<file path="src/hdl/tlse_pkg.sv">
// Package for the text line store editor: sizes, command and state codes,
// and the queued command type. No dependencies.
`timescale 1ns / 1ps
`default_nettype none
package tlse_pkg;
   localparam int LINES  = 64;
   localparam int COLS   = 128;
   localparam int LINE_W = 6;
   localparam int COL_W  = 7;
   localparam int ADDR_W = LINE_W + COL_W;
   localparam int LEN_W  = 7;
   localparam int CNT_W  = 7;
   localparam int BYTE_W = 8;
   localparam int FUNC_W = 3;

   localparam logic [FUNC_W-1:0] FUNC_CLEAR    = 3'd0;
   localparam logic [FUNC_W-1:0] FUNC_INS_CHAR = 3'd1;
   localparam logic [FUNC_W-1:0] FUNC_INS_LINE = 3'd2;
   localparam logic [FUNC_W-1:0] FUNC_DEL_CHAR = 3'd3;
   localparam logic [FUNC_W-1:0] FUNC_READ     = 3'd4;

   localparam logic [LEN_W-1:0]  LEN_FULL  = LEN_W'(COLS - 1);
   localparam logic [LINE_W-1:0] LINE_LAST = LINE_W'(LINES - 1);
   localparam logic [CNT_W-1:0]  CNT_MAX   = CNT_W'(LINES);
   localparam logic [ADDR_W-1:0] ROW_STEP  = ADDR_W'(COLS);
   localparam logic [ADDR_W-1:0] BACK_STEP = '1;
   localparam logic [ADDR_W-1:0] FWD_STEP  = ADDR_W'(1);

   typedef enum logic [2:0] {
      OP_CLEAR, OP_INS_CHAR, OP_INS_LINE, OP_DEL_CHAR, OP_READ, OP_BAD
   } op_type;

   typedef struct packed {
      op_type              op;
      logic [LINE_W-1:0]   line;
      logic [COL_W-1:0]    col;
      logic [BYTE_W-1:0]   ch;
   } cmd_type;

   typedef enum logic [3:0] {
      ST_IDLE, ST_LEN, ST_READ, ST_COPY, ST_FIN_CHAR, ST_FIN_LEN,
      ST_LN_REQ, ST_LN_LEN, ST_LN_WR, ST_LN_DONE, ST_RESULT
   } state_type;
endpackage
`default_nettype wire

</file>
<file path="src/hdl/tlse_front.sv">
// Front end: accepts request transactions, decodes the function code and
// holds them in a two-entry queue for the back end. Uses tlse_pkg.
`timescale 1ns / 1ps
`default_nettype none
module tlse_front
   import tlse_pkg::*;
(
   input  wire logic              clock,
   input  wire logic              reset,
   input  wire logic              req_valid,
   output logic                   req_stall,
   input  wire logic [FUNC_W-1:0] req_func,
   input  wire logic [LINE_W-1:0] req_line_index,
   input  wire logic [COL_W-1:0]  req_column,
   input  wire logic [BYTE_W-1:0] req_char_value,
   output logic                   q_valid,
   output cmd_type                q_item,
   input  wire logic              q_pop
);
   cmd_type    slot_ff [2];
   logic       wptr_ff, wptr_in, rptr_ff, rptr_in;
   logic [1:0] fill_ff, fill_in;
   logic       push;
   cmd_type    dec;

   always_comb begin
      dec.line = req_line_index;
      dec.col  = req_column;
      dec.ch   = req_char_value;
      unique case (req_func)
         FUNC_CLEAR:    dec.op = OP_CLEAR;
         FUNC_INS_CHAR: dec.op = OP_INS_CHAR;
         FUNC_INS_LINE: dec.op = OP_INS_LINE;
         FUNC_DEL_CHAR: dec.op = OP_DEL_CHAR;
         FUNC_READ:     dec.op = OP_READ;
         default:       dec.op = OP_BAD;
      endcase
   end

   assign req_stall = fill_ff[1];
   assign push      = req_valid && !req_stall;
   assign q_valid   = fill_ff != 2'd0;
   assign q_item    = slot_ff[rptr_ff];

   always_comb begin
      wptr_in = push ? !wptr_ff : wptr_ff;
      rptr_in = q_pop ? !rptr_ff : rptr_ff;
      fill_in = fill_ff + 2'(push) - 2'(q_pop);
   end

   always_ff @(posedge clock) begin
      if (reset) begin
         wptr_ff <= 1'b0;
         rptr_ff <= 1'b0;
         fill_ff <= 2'd0;
      end else begin
         wptr_ff <= wptr_in;
         rptr_ff <= rptr_in;
         fill_ff <= fill_in;
      end
      if (push) begin
         slot_ff[wptr_ff] <= dec;
      end
   end
endmodule
`default_nettype wire

</file>
<file path="config.mk">
export PLATFORM = sky130hd
export DESIGN_NAME = tlse_front
export DESIGN_NICKNAME = d
export VERILOG_FILES = /design/src/hdl/tlse_pkg.sv /design/src/hdl/tlse_front.sv
export SDC_FILE = /design/constraint.sdc
export NUM_CORES = 1
export LEC_CHECK = 0
export BUFFER_PORTS_ARGS = -buffer_cell sky130_fd_sc_hd__buf_2
export CORE_ASPECT_RATIO = 1.5
export CORE_MARGIN = 2
export CORE_UTILIZATION = 46
export CTS_CLUSTER_DIAMETER = 150
export DETAILED_ROUTE_END_ITERATION = 12
export PLACE_DENSITY = 0.74
export SLEW_MARGIN = 0
export SYNTH_ARGS = -nofsm -noshare
export SYNTH_HDL_FRONTEND = slang
export SYNTH_SLANG_ARGS = --single-unit
</file>
<file path="constraint.sdc">
create_clock -name clock -period 2 [get_ports clock]
set_input_delay 0 -clock clock [delete_from_list [all_inputs] [get_ports clock]]
set_output_delay 0 -clock clock [all_outputs]
set_load 0.01 [all_outputs]
</file>
==> metrics.txt <==
Die Wd 58.70 um; LEAKAGE 1.100 nW; die area 5051 um^2; cell with the most instances after synthesis edfxtp_1; Sink Count 53; Tot Pwr 2.707 mW; Final Setup Violations 0; crit path launch type register; pre-CTS setup slack 0.4237 ns; minimum clock period 1.587 ns; Final Hold Vio Count 0; wire per inst 14.02 um; top cell type by total area after synthesis edfxtp_1; skew final 0.005840 ns; Comb power frac 0.256; count of cell types in the netlist 16; VDD IR max 609.1 uV; Synth Area in Adders 0.01212; vias per cell 4.844; number of synthesized flops with an enable pin 48; initial core utilization 0.4822; Tcrit/Tclk final 0.7933; final worst setup slack 0.4134 ns; global-route wire length before repair 5016 um; largest net degree at the start of global routing 18; Seq/Total Area, Yosys 0.7467; fin area 2696 um^2; Commonest cells post-synth edfxtp_1 (48), mux2_4 (20), nor2_1 (6); Clock transition at path regs 0.07 ns; CP Max Fanout 4; Final Slew Violations 0; crit-path leading delay family adder cells; Warnings, synthesis 0; Worst setup EP type register; sequential power share 0.553; postcts setup bufs 0; mux cell area share after synthesis 0.1673; Crit-path slowest cell dfxtp_1; initial antenna violation count 0; register bit count reported by yosys 53; gpl congestion 0.6204; fmax 0.6303 GHz; setup TNS 0 ns; Detailed Route Iter0 Violations 48; PostCTS Resize Cnt 0; Remaining Overflow, GRT 0; outcome finished, violations left; Mapped Avg Cell Area 20.64 um^2; CTS tree done; Clock Path Buffers 2; post-synthesis simple-gate area fraction 0.02303; Root Buffer clkbuf_8; Post-Syn Area 2064 um^2; top cells by area, synth edfxtp_1 (70%), mux2_4 (15%), dfxtp_1 (4.8%); Compound-Gate Fraction of Synth Area 0.003636; share of cells above drive strength 1 0.4973; Max-Cap Viols 0; kind of critical path register to register; Syn Inst Count 100; worst slew pin tran 0.2404 ns; Psw 0.6769 mW; PortBufs 53; Core Region 4282 um^2; Clock power frac 0.191; CTS Buf Count 5; CP Cell Sequence nand2b_1 > ha_1 > inv_1 > ha_1 > xor2_1 > xnor2_1 > nor2_1; DRC 3; Rel. slew slack 0.8397; Hold-fix buffers, CTS 24; final antenna-violating net count 0; Critical path buffers and inverters 1; nets@finish 216; number of top-level pins 54; vias in the first global route 1212; Initial DRT Pass Iterations 8; Synth Flop Type edfxtp_1; Die Ht 86.05 um; Switching Fraction 0.2500; most frequent cell on the critical path ha_1; DP Area 2382 um^2; row cnt 29; via count 1119; RSZ-0062 raised after global routing false; Syn Nets 130; CTS H-tree lvls 2; hold crit path type input port to register; clk_lat worst skew 0.29 ns; hold slack 0.01748 ns; CP peak stage delay 0.37 ns; final wirelength 3239 um; Arrival @ worst endpoint 1.77 ns; Pint 2.030 mW; total track usage 0.1358; Worst Path Required 2.19 ns; main combinational cell family by area after synthesis multiplexers; failing checks DRC; post-synthesis async set-or-reset flop share 0; power per standard cell area 1004 nW/um^2; Syn-to-layout area delta 30.61%; xor and xnor fraction of the mapped netlist area 0.01697; top cell type's share of synthesized area 0.6982; Diodes inserted 0
==> power groups by stage <==
| stage | logic [mW] | clock network, mW | registers, mW |
|---|---|---|---|
| after detailed placement | 0.665 | 0 | 1.52 |
| after floorplan | 0.434 | 0 | 1.51 |
| after global routing | 0.753 | 0.577 | 1.51 |
| after CTS | 0.707 | 0.541 | 1.50 |
| after global placement | 0.647 | 0 | 1.51 |
| final | 0.693 | 0.518 | 1.50 |
==> sequential cells by signal (all words and copies together), names as in the netlist, named ones only <==
signal,count
slot_ff,48
rptr_ff,1
wptr_ff,1
fill_ff,2
==> worst paths after layout <==
check / to / start / slack, ns / cells past startpoint
max: fill_ff[1] / fill_ff[1] / 0.41 / 7
min: register / q_pop / 0.02 / 3
max reg2reg: fill_ff[1] / fill_ff[1] / 0.41 / 7
min reg2reg: register / rptr_ff / 0.54 / 2
==> logic make-up (layout without fill, tap and decap cells) <==
family                   Yosys count  after routing
AND/OR/NAND/NOR                   10             10
XOR/XNOR                           4              4
multiplexers                      24             24
flip-flops                        53             53
AO/OA/AOI/OAI                      1              1
adder cells (fa/ha/maj)            2              2
buffers and inverters              6             91
==> worst min-delay path, delay by kind of cell <==
kind,cells,cell delay (ns)
buf+inv,1,0.10
xor+xnor,1,0.08
simple gates,1,0.08
==> layout make-up <==
| class | count | area (um^2) |
|---|---|---|
| clock buffers | 5 | 68.82 |
| clock inverters | 1 | 5.005 |
| fillers | 317 | 1585 |
| inverters | 2 | 7.507 |
| multi-input cells | 41 | 465.4 |
| flip-flops and latches | 53 | 1541 |
| well taps | 46 | 57.56 |
| repair buffers | 83 | 550.5 |
==> layout by cell type, fill, tap and decap left out, drive strengths merged <==
| master | Yosys | layout |
|---|---|---|
| xnor2 | 3 | 3 |
| edfxtp | 48 | 48 |
| nor2 | 6 | 6 |
| mux2 | 24 | 24 |
| a21o | 1 | 1 |
| inv | 2 | 2 |
| xor2 | 1 | 1 |
| buf | 3 | 59 |
| clkinv | 0 | 1 |
| clkbuf | 1 | 5 |
| nor2b | 2 | 2 |
| ha | 2 | 2 |
| dlygate4sd3 | 0 | 24 |
| or2 | 1 | 1 |
| dfxtp | 5 | 5 |
| nand2b | 1 | 1 |
==> metrics by stage <==
step,std cells,util
final,231,0.6297
after global routing,231,0.6297
after detailed placement,201,0.5564
after global placement,201,0.5564
after floorplan,100,-
after CTS,231,0.6297
==> metal layers <==
metal / share of wire / up-vias / GRT usage
li1: - / 541 / -
met1: 0.39 / 534 / 0.1401
met2: 0.54 / 37 / 0.2431
met3: 0.052 / 7 / 0.03469
met4: 0.022 / 0 / 0.07438
met5: 0 / - / 0
No activity file was read; power rests on OpenSTA's default activity.
